## config.mk

```make
export PLATFORM = sky130hd
export DESIGN_NAME = windowed_range_splitter
export DESIGN_NICKNAME = d
export VERILOG_FILES = /design/src/sv/wrs_pkg.sv /design/src/sv/wrs_front.sv /design/src/sv/wrs_back.sv /design/src/sv/wrs_outq.sv /design/src/sv/windowed_range_splitter.sv
export SDC_FILE = /design/constraint.sdc
export NUM_CORES = 2
export LEC_CHECK = 0
export BUFFER_PORTS_ARGS = -buffer_cell sky130_fd_sc_hd__buf_2
export CAP_MARGIN = 15
export CORE_MARGIN = 3
export CORE_UTILIZATION = 40
export CTS_BUF_LIST = sky130_fd_sc_hd__clkbuf_8
export DETAILED_ROUTE_END_ITERATION = 8
export PLACE_DENSITY = 0.58
export SLEW_MARGIN = 40
export SYNTH_ARGS = -nofsm -noshare
export SYNTH_HDL_FRONTEND = slang
export SYNTH_SLANG_ARGS = --single-unit
```

## constraint.sdc

```tcl
create_clock -name clk -period 20.1 [get_ports clk]
set_input_delay 2.01 -clock clk [delete_from_list [all_inputs] [get_ports clk]]
set_output_delay 2.01 -clock clk [all_outputs]
set_load 0.005 [all_outputs]
```

## src/sv/wrs_pkg.sv

```systemverilog
package wrs_pkg;

  localparam int OFF_W      = 48;
  localparam int NODE_W     = 64;
  localparam int SHIFT_W    = 5;
  localparam int MBPR_W     = 17;
  localparam int WIN_W      = 6;
  localparam int CFG_IDX_W  = 8;
  localparam int CFG_DATA_W = 32;
  localparam int MAX_BLOCKS = 65536;
  localparam int MAX_WINDOW = 32;
  localparam int RESET_MBPR = 1024;
  localparam int RESET_WIN  = 10;

  localparam logic [CFG_IDX_W-1:0] REG_MAX_BLOCKS   = 8'd0;
  localparam logic [CFG_IDX_W-1:0] REG_MAX_INFLIGHT = 8'd1;

  localparam logic [1:0] ACT_START = 2'd0;
  localparam logic [1:0] ACT_DONE  = 2'd1;
  localparam logic [1:0] ACT_ABORT = 2'd2;
  localparam logic [1:0] ACT_SPARE = 2'd3;

  localparam logic [1:0] KIND_SUB    = 2'd0;
  localparam logic [1:0] KIND_NOTICE = 2'd1;
  localparam logic [1:0] KIND_REPLY  = 2'd2;

  typedef enum logic [1:0] {
    OP_START,
    OP_DONE,
    OP_ABORT
  } cmd_op_t;

  typedef enum logic [2:0] {
    ST_IDLE,
    ST_PREP,
    ST_EVAL,
    ST_CMP,
    ST_EMIT,
    ST_NOTICE,
    ST_REPLY
  } state_t;

  typedef struct packed {
    logic [1:0]         action;
    logic [NODE_W-1:0]  node_id;
    logic [OFF_W-1:0]   range_offset;
    logic [OFF_W-1:0]   range_length;
    logic [SHIFT_W-1:0] block_shift;
    logic               reply_to_caller;
  } item_t;

  typedef struct packed {
    logic [1:0]        kind;
    logic [NODE_W-1:0] out_node_id;
    logic [OFF_W-1:0]  sub_offset;
    logic [OFF_W-1:0]  sub_length;
    logic              last;
  } result_t;

  typedef struct packed {
    cmd_op_t            op;
    logic [NODE_W-1:0]  node;
    logic [OFF_W-1:0]   offset;
    logic [OFF_W-1:0]   end_off;
    logic [SHIFT_W-1:0] shift;
    logic               reply;
    logic               go;
  } cmd_t;

endpackage

```

## src/sv/wrs_front.sv

```systemverilog
module wrs_front (
  input  logic           clk,
  input  logic           rst,
  input  logic           push,
  output logic           full,
  input  wrs_pkg::item_t item,
  output logic           cmd_valid,
  input  logic           cmd_pop,
  output wrs_pkg::cmd_t  cmd
);

  wrs_pkg::cmd_t               q [2];
  logic                        wr_ptr;
  logic                        rd_ptr;
  logic [1:0]                  count;
  logic [wrs_pkg::OFF_W:0]     sum;
  wrs_pkg::cmd_t               cls;
  logic                        enq;
  logic                        deq;

  always_comb begin
    sum         = {1'b0, item.range_offset} + {1'b0, item.range_length};
    cls.node    = item.node_id;
    cls.offset  = item.range_offset;
    cls.end_off = sum[wrs_pkg::OFF_W] ? {wrs_pkg::OFF_W{1'b1}} : sum[wrs_pkg::OFF_W-1:0];
    cls.shift   = item.block_shift;
    cls.reply   = item.reply_to_caller;
    cls.go      = (item.range_length != '0) && !(&item.range_offset);
    case (item.action)
      wrs_pkg::ACT_START: cls.op = wrs_pkg::OP_START;
      wrs_pkg::ACT_DONE:  cls.op = wrs_pkg::OP_DONE;
      default:            cls.op = wrs_pkg::OP_ABORT;
    endcase
  end

  assign full      = (count == 2'd2);
  assign cmd_valid = (count != 2'd0);
  assign cmd       = q[rd_ptr];
  assign enq       = push && !full && (item.action != wrs_pkg::ACT_SPARE);
  assign deq       = cmd_pop && cmd_valid;

  always_ff @(posedge clk) begin
    if (rst) begin
      wr_ptr <= 1'b0;
      rd_ptr <= 1'b0;
      count  <= 2'd0;
    end else begin
      if (enq) begin
        wr_ptr <= ~wr_ptr;
      end
      if (deq) begin
        rd_ptr <= ~rd_ptr;
      end
      count <= count + {1'b0, enq} - {1'b0, deq};
    end
  end

  always_ff @(posedge clk) begin
    if (enq) begin
      q[wr_ptr] <= cls;
    end
  end

endmodule

```

## src/sv/wrs_back.sv

```systemverilog
module wrs_back (
  input  logic                          clk,
  input  logic                          rst,
  input  logic                          cmd_valid,
  input  wrs_pkg::cmd_t                 cmd,
  output logic                          cmd_pop,
  input  logic [wrs_pkg::MBPR_W-1:0]    max_blocks,
  input  logic [wrs_pkg::WIN_W-1:0]     max_inflight,
  input  logic                          res_full,
  output logic                          res_push,
  output wrs_pkg::result_t              res
);

  wrs_pkg::state_t              state;
  wrs_pkg::state_t              state_next;
  logic                         busy;
  logic                         more;
  logic [wrs_pkg::WIN_W-1:0]    outstanding;
  logic [wrs_pkg::WIN_W-1:0]    win_m1;
  logic [wrs_pkg::OFF_W-1:0]    next_off;
  logic [wrs_pkg::OFF_W-1:0]    end_off;
  logic [wrs_pkg::NODE_W-1:0]   job_node;
  logic [wrs_pkg::SHIFT_W-1:0]  job_shift;
  logic                         job_reply;
  logic [wrs_pkg::OFF_W-1:0]    stripe;
  logic [wrs_pkg::OFF_W-1:0]    mask;
  logic [wrs_pkg::OFF_W-1:0]    rem;
  logic [wrs_pkg::OFF_W-1:0]    sum;
  logic                         rem_le;
  logic [wrs_pkg::OFF_W-1:0]    cut;
  logic [wrs_pkg::OFF_W-1:0]    cut_len;
  logic [wrs_pkg::MBPR_W-1:0]   blocks_cl;
  logic [wrs_pkg::WIN_W-1:0]    win_cl;
  logic                         can_issue;
  logic                         sub_last;

  always_comb begin
    if (max_blocks == '0) begin
      blocks_cl = wrs_pkg::MBPR_W'(1);
    end else if (max_blocks > wrs_pkg::MBPR_W'(wrs_pkg::MAX_BLOCKS)) begin
      blocks_cl = wrs_pkg::MBPR_W'(wrs_pkg::MAX_BLOCKS);
    end else begin
      blocks_cl = max_blocks;
    end
    if (max_inflight == '0) begin
      win_cl = wrs_pkg::WIN_W'(1);
    end else if (max_inflight > wrs_pkg::WIN_W'(wrs_pkg::MAX_WINDOW)) begin
      win_cl = wrs_pkg::WIN_W'(wrs_pkg::MAX_WINDOW);
    end else begin
      win_cl = max_inflight;
    end
  end

  assign can_issue = more && (outstanding <= win_m1);
  assign sub_last  = rem_le || (outstanding >= win_m1);

  always_comb begin
    state_next = state;
    case (state)
      wrs_pkg::ST_IDLE: begin
        if (cmd_valid) begin
          case (cmd.op)
            wrs_pkg::OP_START: state_next = cmd.go ? wrs_pkg::ST_PREP : wrs_pkg::ST_IDLE;
            wrs_pkg::OP_DONE: begin
              state_next = (busy && outstanding != '0) ? wrs_pkg::ST_PREP : wrs_pkg::ST_IDLE;
            end
            default: state_next = wrs_pkg::ST_IDLE;
          endcase
        end
      end
      wrs_pkg::ST_PREP: state_next = wrs_pkg::ST_EVAL;
      wrs_pkg::ST_EVAL: begin
        if (can_issue) begin
          state_next = wrs_pkg::ST_CMP;
        end else if (outstanding == '0) begin
          state_next = wrs_pkg::ST_NOTICE;
        end else begin
          state_next = wrs_pkg::ST_IDLE;
        end
      end
      wrs_pkg::ST_CMP: state_next = wrs_pkg::ST_EMIT;
      wrs_pkg::ST_EMIT: begin
        if (!res_full) begin
          state_next = sub_last ? wrs_pkg::ST_IDLE : wrs_pkg::ST_EVAL;
        end
      end
      wrs_pkg::ST_NOTICE: begin
        if (!res_full) begin
          state_next = job_reply ? wrs_pkg::ST_REPLY : wrs_pkg::ST_IDLE;
        end
      end
      wrs_pkg::ST_REPLY: begin
        if (!res_full) begin
          state_next = wrs_pkg::ST_IDLE;
        end
      end
      default: state_next = wrs_pkg::ST_IDLE;
    endcase
  end

  always_comb begin
    cmd_pop         = 1'b0;
    res_push        = 1'b0;
    res.kind        = wrs_pkg::KIND_SUB;
    res.out_node_id = job_node;
    res.sub_offset  = '0;
    res.sub_length  = '0;
    res.last        = 1'b0;
    case (state)
      wrs_pkg::ST_IDLE: cmd_pop = cmd_valid;
      wrs_pkg::ST_EMIT: begin
        res_push       = !res_full;
        res.sub_offset = next_off;
        res.sub_length = rem_le ? rem : cut_len;
        res.last       = sub_last;
      end
      wrs_pkg::ST_NOTICE: begin
        res_push = !res_full;
        res.kind = wrs_pkg::KIND_NOTICE;
        res.last = !job_reply;
      end
      wrs_pkg::ST_REPLY: begin
        res_push = !res_full;
        res.kind = wrs_pkg::KIND_REPLY;
        res.last = 1'b1;
      end
      default: ;
    endcase
  end

  always_ff @(posedge clk) begin
    if (rst) begin
      state       <= wrs_pkg::ST_IDLE;
      busy        <= 1'b0;
      more        <= 1'b0;
      outstanding <= '0;
      next_off    <= '0;
      end_off     <= '0;
      job_node    <= '0;
      job_shift   <= '0;
      job_reply   <= 1'b0;
    end else begin
      state <= state_next;
      case (state)
        wrs_pkg::ST_IDLE: begin
          if (cmd_valid) begin
            case (cmd.op)
              wrs_pkg::OP_START: begin
                busy        <= cmd.go;
                more        <= cmd.go;
                outstanding <= '0;
                next_off    <= cmd.offset;
                end_off     <= cmd.end_off;
                job_node    <= cmd.node;
                job_shift   <= cmd.shift;
                job_reply   <= cmd.reply;
              end
              wrs_pkg::OP_DONE: begin
                if (busy && outstanding != '0) begin
                  outstanding <= outstanding - 1'b1;
                end
              end
              default: begin
                busy        <= 1'b0;
                more        <= 1'b0;
                outstanding <= '0;
                next_off    <= '0;
                end_off     <= '0;
              end
            endcase
          end
        end
        wrs_pkg::ST_EMIT: begin
          if (!res_full) begin
            next_off    <= rem_le ? end_off : cut;
            more        <= !rem_le;
            outstanding <= outstanding + 1'b1;
          end
        end
        wrs_pkg::ST_NOTICE: begin
          if (!res_full) begin
            busy <= 1'b0;
          end
        end
        default: ;
      endcase
    end
  end

  always_ff @(posedge clk) begin
    case (state)
      wrs_pkg::ST_PREP: begin
        stripe <= wrs_pkg::OFF_W'(blocks_cl) << job_shift;
        mask   <= {wrs_pkg::OFF_W{1'b1}} << job_shift;
        win_m1 <= win_cl - 1'b1;
      end
      wrs_pkg::ST_EVAL: begin
        rem <= end_off - next_off;
        sum <= next_off + stripe;
      end
      wrs_pkg::ST_CMP: begin
        rem_le  <= (rem <= stripe);
        cut     <= sum & mask;
        cut_len <= (sum & mask) - next_off;
      end
      default: ;
    endcase
  end

endmodule

```

## src/sv/wrs_outq.sv

```systemverilog
module wrs_outq (
  input  logic             clk,
  input  logic             rst,
  input  logic             res_push,
  output logic             res_full,
  input  wrs_pkg::result_t res,
  output logic             empty,
  input  logic             pop,
  output wrs_pkg::result_t result
);

  wrs_pkg::result_t q [2];
  logic             wr_ptr;
  logic             rd_ptr;
  logic [1:0]       count;
  logic             enq;
  logic             deq;

  assign res_full = (count == 2'd2);
  assign empty    = (count == 2'd0);
  assign result   = q[rd_ptr];
  assign enq      = res_push && !res_full;
  assign deq      = pop && !empty;

  always_ff @(posedge clk) begin
    if (rst) begin
      wr_ptr <= 1'b0;
      rd_ptr <= 1'b0;
      count  <= 2'd0;
    end else begin
      if (enq) begin
        wr_ptr <= ~wr_ptr;
      end
      if (deq) begin
        rd_ptr <= ~rd_ptr;
      end
      count <= count + {1'b0, enq} - {1'b0, deq};
    end
  end

  always_ff @(posedge clk) begin
    if (enq) begin
      q[wr_ptr] <= res;
    end
  end

endmodule

```

## src/sv/windowed_range_splitter.sv

```systemverilog
// The back sequencer pops each command in its idle state and sets up a start, or a
// completion it waits for, in its prep state; each sub-request it issues passes eval,
// cmp and emit, and a pass that issues nothing leaves from eval. A completion
// notice and a caller reply take a state each, and a full result queue stalls it.
// The front queue holds 2 commands and the result queue 2 words.
// Synchronous active-high reset empties both queues, clears the job state and loads
// the register defaults (1024 blocks per sub-request, window of 10).
module windowed_range_splitter (
  input  logic                             clk,
  input  logic                             rst,
  input  logic                             push,
  output logic                             full,
  input  wrs_pkg::item_t                   item,
  output logic                             empty,
  input  logic                             pop,
  output wrs_pkg::result_t                 result,
  input  logic                             cfg_valid,
  output logic                             cfg_ready,
  input  logic [wrs_pkg::CFG_IDX_W-1:0]    cfg_index,
  input  logic [wrs_pkg::CFG_DATA_W-1:0]   cfg_data
);

  logic [wrs_pkg::MBPR_W-1:0] max_blocks;
  logic [wrs_pkg::WIN_W-1:0]  max_inflight;
  logic                       cmd_valid;
  logic                       cmd_pop;
  wrs_pkg::cmd_t              cmd;
  logic                       res_full;
  logic                       res_push;
  wrs_pkg::result_t           res;

  assign cfg_ready = 1'b1;

  always_ff @(posedge clk) begin
    if (rst) begin
      max_blocks   <= wrs_pkg::MBPR_W'(wrs_pkg::RESET_MBPR);
      max_inflight <= wrs_pkg::WIN_W'(wrs_pkg::RESET_WIN);
    end else if (cfg_valid && cfg_ready) begin
      case (cfg_index)
        wrs_pkg::REG_MAX_BLOCKS:   max_blocks   <= cfg_data[wrs_pkg::MBPR_W-1:0];
        wrs_pkg::REG_MAX_INFLIGHT: max_inflight <= cfg_data[wrs_pkg::WIN_W-1:0];
        default: ;
      endcase
    end
  end

  wrs_front u_front (
    .clk       (clk),
    .rst       (rst),
    .push      (push),
    .full      (full),
    .item      (item),
    .cmd_valid (cmd_valid),
    .cmd_pop   (cmd_pop),
    .cmd       (cmd)
  );

  wrs_back u_back (
    .clk          (clk),
    .rst          (rst),
    .cmd_valid    (cmd_valid),
    .cmd          (cmd),
    .cmd_pop      (cmd_pop),
    .max_blocks   (max_blocks),
    .max_inflight (max_inflight),
    .res_full     (res_full),
    .res_push     (res_push),
    .res          (res)
  );

  wrs_outq u_outq (
    .clk      (clk),
    .rst      (rst),
    .res_push (res_push),
    .res_full (res_full),
    .res      (res),
    .empty    (empty),
    .pop      (pop),
    .result   (result)
  );

endmodule

```

# Word-level counts from Yosys, hierarchy flattened
# Memories as Yosys holds them, arrays and structs flattened. A register that Yosys moved wholly into a read port is not among the register bits.
# Index checks and enable logic that the tools add are counted.
totals:
  regBits: 503
  output_inout_bits: 166
  memories: 2
  ram_bits: 664
op_classes:
  n_mux: 49
  magnitude_cmp: 5
  n_shift: 2
  add_sub_neg: 11
  bitwise_logic: 6
  reduce_logical: 38
  eq_ne: 18
mem_list:
  columns: ["memory", "words", "word_bits", "read_ports", "rd_clocked_by_memory_dff", "write_ports", "line", "rtl"]
  rows:
  - ["u_front.q", 2, 169, 1, 1, 1, "wrs_front.sv:12", "wrs_pkg::cmd_t q [2];"]
  - ["u_outq.q", 2, 163, 1, 1, 1, "wrs_outq.sv:12", "wrs_pkg::result_t q [2];"]
ops:
  columns: ["op", "count"]
  rows:
  - ["48-bit case mux with 2 select lines", 3]
  - ["48-bit 2-to-1 mux", 5]
  - ["96-bit 2-to-1 mux", 1]
  - ["48-bit subtractor", 2]
  - ["48-bit by 48-bit adder with 49-bit output", 1]
  - ["48-bit adder", 1]
  - ["48-bit bitwise AND", 1]
  - ["48-bit less-or-equal comparator", 1]
  - ["48-bit AND reduction", 1]
  - ["48-bit nonzero test", 1]
  - ["17-bit by 5-bit left shift with 48-bit output", 1]
  - ["48-bit by 5-bit left shift with 48-bit output (first input constant)", 1]
  - ["6-bit 2-to-1 mux", 6]
  - ["17-bit 2-to-1 mux", 2]
  - ["3-bit 2-to-1 mux", 7]
  - ["3-bit case mux with 7 select lines", 1]
  - ["17-bit > comparator (second input constant)", 1]
  - ["17-bit zero test", 1]
  - ["4-bit AND reduction", 4]
  - ["1-bit 2-to-1 mux", 15]
  - ["6-bit zero test", 2]
  - ["6-bit case mux with 2 select lines", 1]
  - ["6-bit by 1-bit subtractor with 6-bit output (second input constant)", 2]
  - ["2-bit != test (second input constant)", 5]
  - ["31 further kinds", 63]

# Depth between registers and ports, before layout
logic_depth:
  depth_word: 6
  mapped_depth: 14
  mapped_depth_nobuf: 14

# Hierarchy
# A second synthesis with hierarchy kept.
unflattened:
  hier_cells: 4712
  area_unflattened_um2: 56653.1
by_module_without_submodules:
  columns: ["mod", "instances", "cells_each", "area_each_um2"]
  rows:
  - ["wrs_back", 1, 3024, 27789.2]
  - ["wrs_front", 1, 1046, 15559.9]
  - ["wrs_outq", 1, 534, 12266.8]
  - ["windowed_range_splitter", 1, 108, 1037.2]

# Worst setup path after synthesis
# OpenSTA, ideal clock, no wires.
synth_path:
  path_kind: "flip-flop to flip-flop"
  from: "register u_back.state[2]"
  to: "memory u_outq.q[0][0] (netlist name), enable pin"
  path_slack_ns: 7.531
  path_stages_with_launch: 4
  arrival_time_ns: 11.683
  path_cell_list: "dfxtp_1 > clkbuf_1 > nand2_1 > nor3_1"
synth_between:
  elab_chain_len: 6
synth_lines:
  columns: ["item", "line", "rtl"]
  rows:
  - ["start: declaration", "wrs_back.sv:14", "wrs_pkg::state_t state;"]
  - ["start signal: assignment", "wrs_back.sv:133", "state <= wrs_pkg::ST_IDLE;"]
  - ["start signal: assignment", "wrs_back.sv:143", "state <= state_next;"]
  - ["3-bit == test", "wrs_back.sv:109", "case (state)"]
  - ["3-bit OR reduction (no line) (*)", null, null]
  - ["1-bit 2-to-1 mux (*)", null, null]
  - ["1-bit logical AND (*)", "wrs_outq.sv:22", "assign enq = res_push && !res_full;"]
  - ["1-bit 2-to-1 mux (*)", "wrs_outq.sv:42", "if (enq) begin"]
  - ["1-bit 2-to-1 mux (implied by the code) (*)", "wrs_outq.sv:43", "q[wr_ptr] <= res;"]
  - ["end: declaration", "wrs_outq.sv:12", null]
# Mark *: on every way between the ends. The rest lies on a longest branch, timed or not.

==> metrics <==
final layout net count=between 5,000 and 6,000; Slew headroom=0.423; Mapped Nets=4,912; crit end category=output port; Hold Fails Final Rpt=0; DR pass1 iterations=5; Final Critical Period=between 5 and 6 ns; CP delay by family, top=buffers and inverters; DRC violations left=0; vias in the first global route=roughly 35,000; Hold-fix buffers, CTS=0; fillers=roughly 12,000; row count=about 140; EDFF count, synth=roughly 940; largest net degree at the start of global routing=90; Max rail drop VDD=0.0000686 V; power share of the combinational group=0.343; crit start category=flop; Hold Path Class=flop to flop; # setup viols final=0; reg-to-reg critical path startpoint=u_back.next_off[0]; Gates resized, CTS repair=0; GR Overflow Total=0; GRT Overall Usage=0.206; fraction of layout cells with a size suffix above 1=0.185; Int Power=0.00499 W; TritonCTS buffer count=approximately 190; switch share=0.350; fmax=approximately 190 MHz; Root Driver=clkbuf_8; CORE AREA=about 140,000 sq um; DP HPWL=110,000 microns; Final ANT Viol Nets=0; Buffers on Ports=around 360; hold_ws=between 0.4 and 0.5 ns; Crit path arrival time=~3.3 ns; Vias/cell=between 5 and 6; CTS H-tree lvls=4; Crit Path Category=flop to output port; worst skew pair latency=around 0.90 ns; CP bufs+invs=3; synthesized flop and latch total=~1,200; TritonCTS clock tree=yes; IO Pins=between 300 and 400; full die area=around 140,000 sq um; chip width=377 microns; Pwr per Cell Area=around 120 nW/um^2; Sink Count=approximately 1,200; setup repair after global routing missed its margin=false; outcome=complete, no violations; Iteration-0 DRC Markers=between 2,000 and 3,000; period utilization=0.266; skew final=0.0394 ns; sequential-to-total area share from yosys stat=0.591; LEAKAGE=~24 nW; max incr delay on CP=around 0.69 ns; PnR worst setup slack=~15 ns; synthesized area=~55,000 sq um; syn avg cell area=approximately 12 sq um; Fin Setup TNS=0 ns; global-route wire length before repair=between 200,000 and 250,000 microns; Post-synth ARST share=0; switching power total=~0.0027 W; reg2reg setup slack=15.67 ns; die height=approximately 380 microns; register share of total power=0.404; Cells after Synth=around 4,400; Initial Util=0.404; Worst Tran Pin Value=about 0.86 ns; post-synth cell types=84; wire per inst=between 20 and 25 microns; Syn. warnings=0; via count=36,598; initial antenna violation count=7; routability cong.=around 0.9; Util after Layout=0.460; Tot Pwr=roughly 0.0077 W; worst slack at placement=13.94 ns; final slew viol count=0; worst hold start=u_back.job_node[10]; clock network power share=0.253; WP data required=18.09 ns; Setup Fix Bufs, Post-CTS=0; Top FF cell, synth=edfxtp_1; Clock Tree Buf Depth=3; max-cap check violation count=0; routed wire length=about 150,000 microns; CP max FO=a little under 60; clock transition at the registers of the reported paths=roughly 0.070 ns; CP max stage cell=buf_4; area grow syn2layout=13.6%; CP Cell Sequence=buf_6 -> buf_4 -> mux2_2 -> buf_2
## metal layers
metal / GRT usage / share of wire / vias to the layer above
met5: 0 / 0 / -
met4: 0.0544 / 0.020 / 0
met3: 0.0372 / 0.062 / 177
met2: 0.301 / 0.43 / 1113
met1: 0.312 / 0.49 / 17793
li1: - / - / 17515
## power by group through the flow
stage	Combinational, W	Sequential [W]	Clock (W)
4_1_cts	0.00261	0.00310	0.00201
5_1_grt	0.00290	0.00312	0.00211
2_1_floorplan	0.00193	0.00307	0
3_3_place_gp	0.00257	0.00315	0
6_report	0.00263	0.00310	0.00194
3_5_place_dp	0.00259	0.00315	0
## sequential cells by signal (all words and copies together) (netlist names), 2 cells and up, named ones only
name                cells
u_back.outstanding      6
u_back.rem             48
u_back.state            3
max_blocks             17
u_back.job_shift        5
u_outq.q              326
u_back.win_m1           6
u_back.cut             48
u_back.mask            31
u_outq.count            2
max_inflight            6
u_back.sum             48
u_front.q             338
u_back.job_node        64
u_back.stripe          48
u_back.cut_len         48
u_front.count           2
u_back.next_off        48
u_back.end_off         48
## through the flow
step                area, sq um  cells
finish                    62500   6784
global route              62500   6783
CTS                       62400   6778
detailed placement        58800   6427
global placement          58600   6421
floorplan                 55000   4444
## path summary, 6_finish.rpt
check	depth (start not counted)	end
hold / removal	0	u_outq.q[0][107]
setup / recovery	4	result[54]
hold reg to reg	0	u_outq.q[0][107]
setup reg to reg	13	u_back.cut_len[42]
## synthesized netlist by cell type, types with 120 or more instances
library cell | number | area [sq um]
edfxtp_1 | 942 | 28300
nor2_1 | 452 | 1700
mux2i_1 | 254 | 2540
ha_1 | 251 | 3140
a21oi_1 | 225 | 1130
mux2_2 | 220 | 2480
nand2_1 | 217 | 815
dfxtp_1 | 210 | 4200
o21ai_0 | 185 | 926
clkbuf_1 | 175 | 657
inv_1 | 170 | 638
a21o_1 | 120 | 901
## layout by cell type (no fill, tap or decap), types with 21 or more instances in the layout
cell type  count
o221ai_1      56
edfxtp_1     942
nor4_1        24
xor2_1        66
mux2i_1      254
nand4_1       59
a31oi_1       26
clkbuf_8     212
and3_1        21
clkinv_2      23
ha_1         251
o21a_1        34
clkinv_1      27
a22oi_1       50
buf_4         26
and2_1        54
buf_2        362
dfxtp_1      208
nor2b_1       41
nand2_1      216
xnor2_1      117
o21bai_1      31
nor2_1       450
inv_1        245
a21oi_1      225
a211oi_1      93
nand2b_1      35
o21ai_0      185
a21o_1       120
nor3_1        46
nand3_1       43
mux2_2       220
## kinds of logic after synthesis
logic type / count (synthesis) / share of synthesized area
other: 2 / 0.000137
adder cells (fa/ha/maj): 255 / 0.0586
flip-flops: 1152 / 0.591
AND/OR/NAND/NOR: 1043 / 0.0869
buffers and inverters: 375 / 0.0259
multiplexers: 478 / 0.0929
XOR/XNOR: 183 / 0.0291
AO/OA/AOI/OAI: 956 / 0.116
## area by class of cell
cell class | count | area, sq um | area share
sequential | 1152 | 32500 | 0.520
antenna | 5 | 12.5 | 0.000200
tap | 1781 | 2230 | 0.0357
inverter | 170 | 643 | 0.0103
timing repair buffer | 408 | 2290 | 0.0366
clock buffer | 212 | 2920 | 0.0467
clock inverter | 139 | 707 | 0.0113
multi-input combinational | 2917 | 21200 | 0.339
## worst reg2reg max path, delay by kind of cell, from the launching register on
family	cells	cell delay (ns)
compound gates	6	1.83
simple gates	3	0.74
fa+ha+maj	2	0.69
flops	1	0.62
xor+xnor	1	0.20
buf+inv	1	0.07
Power figures use the tool's default switching activity.
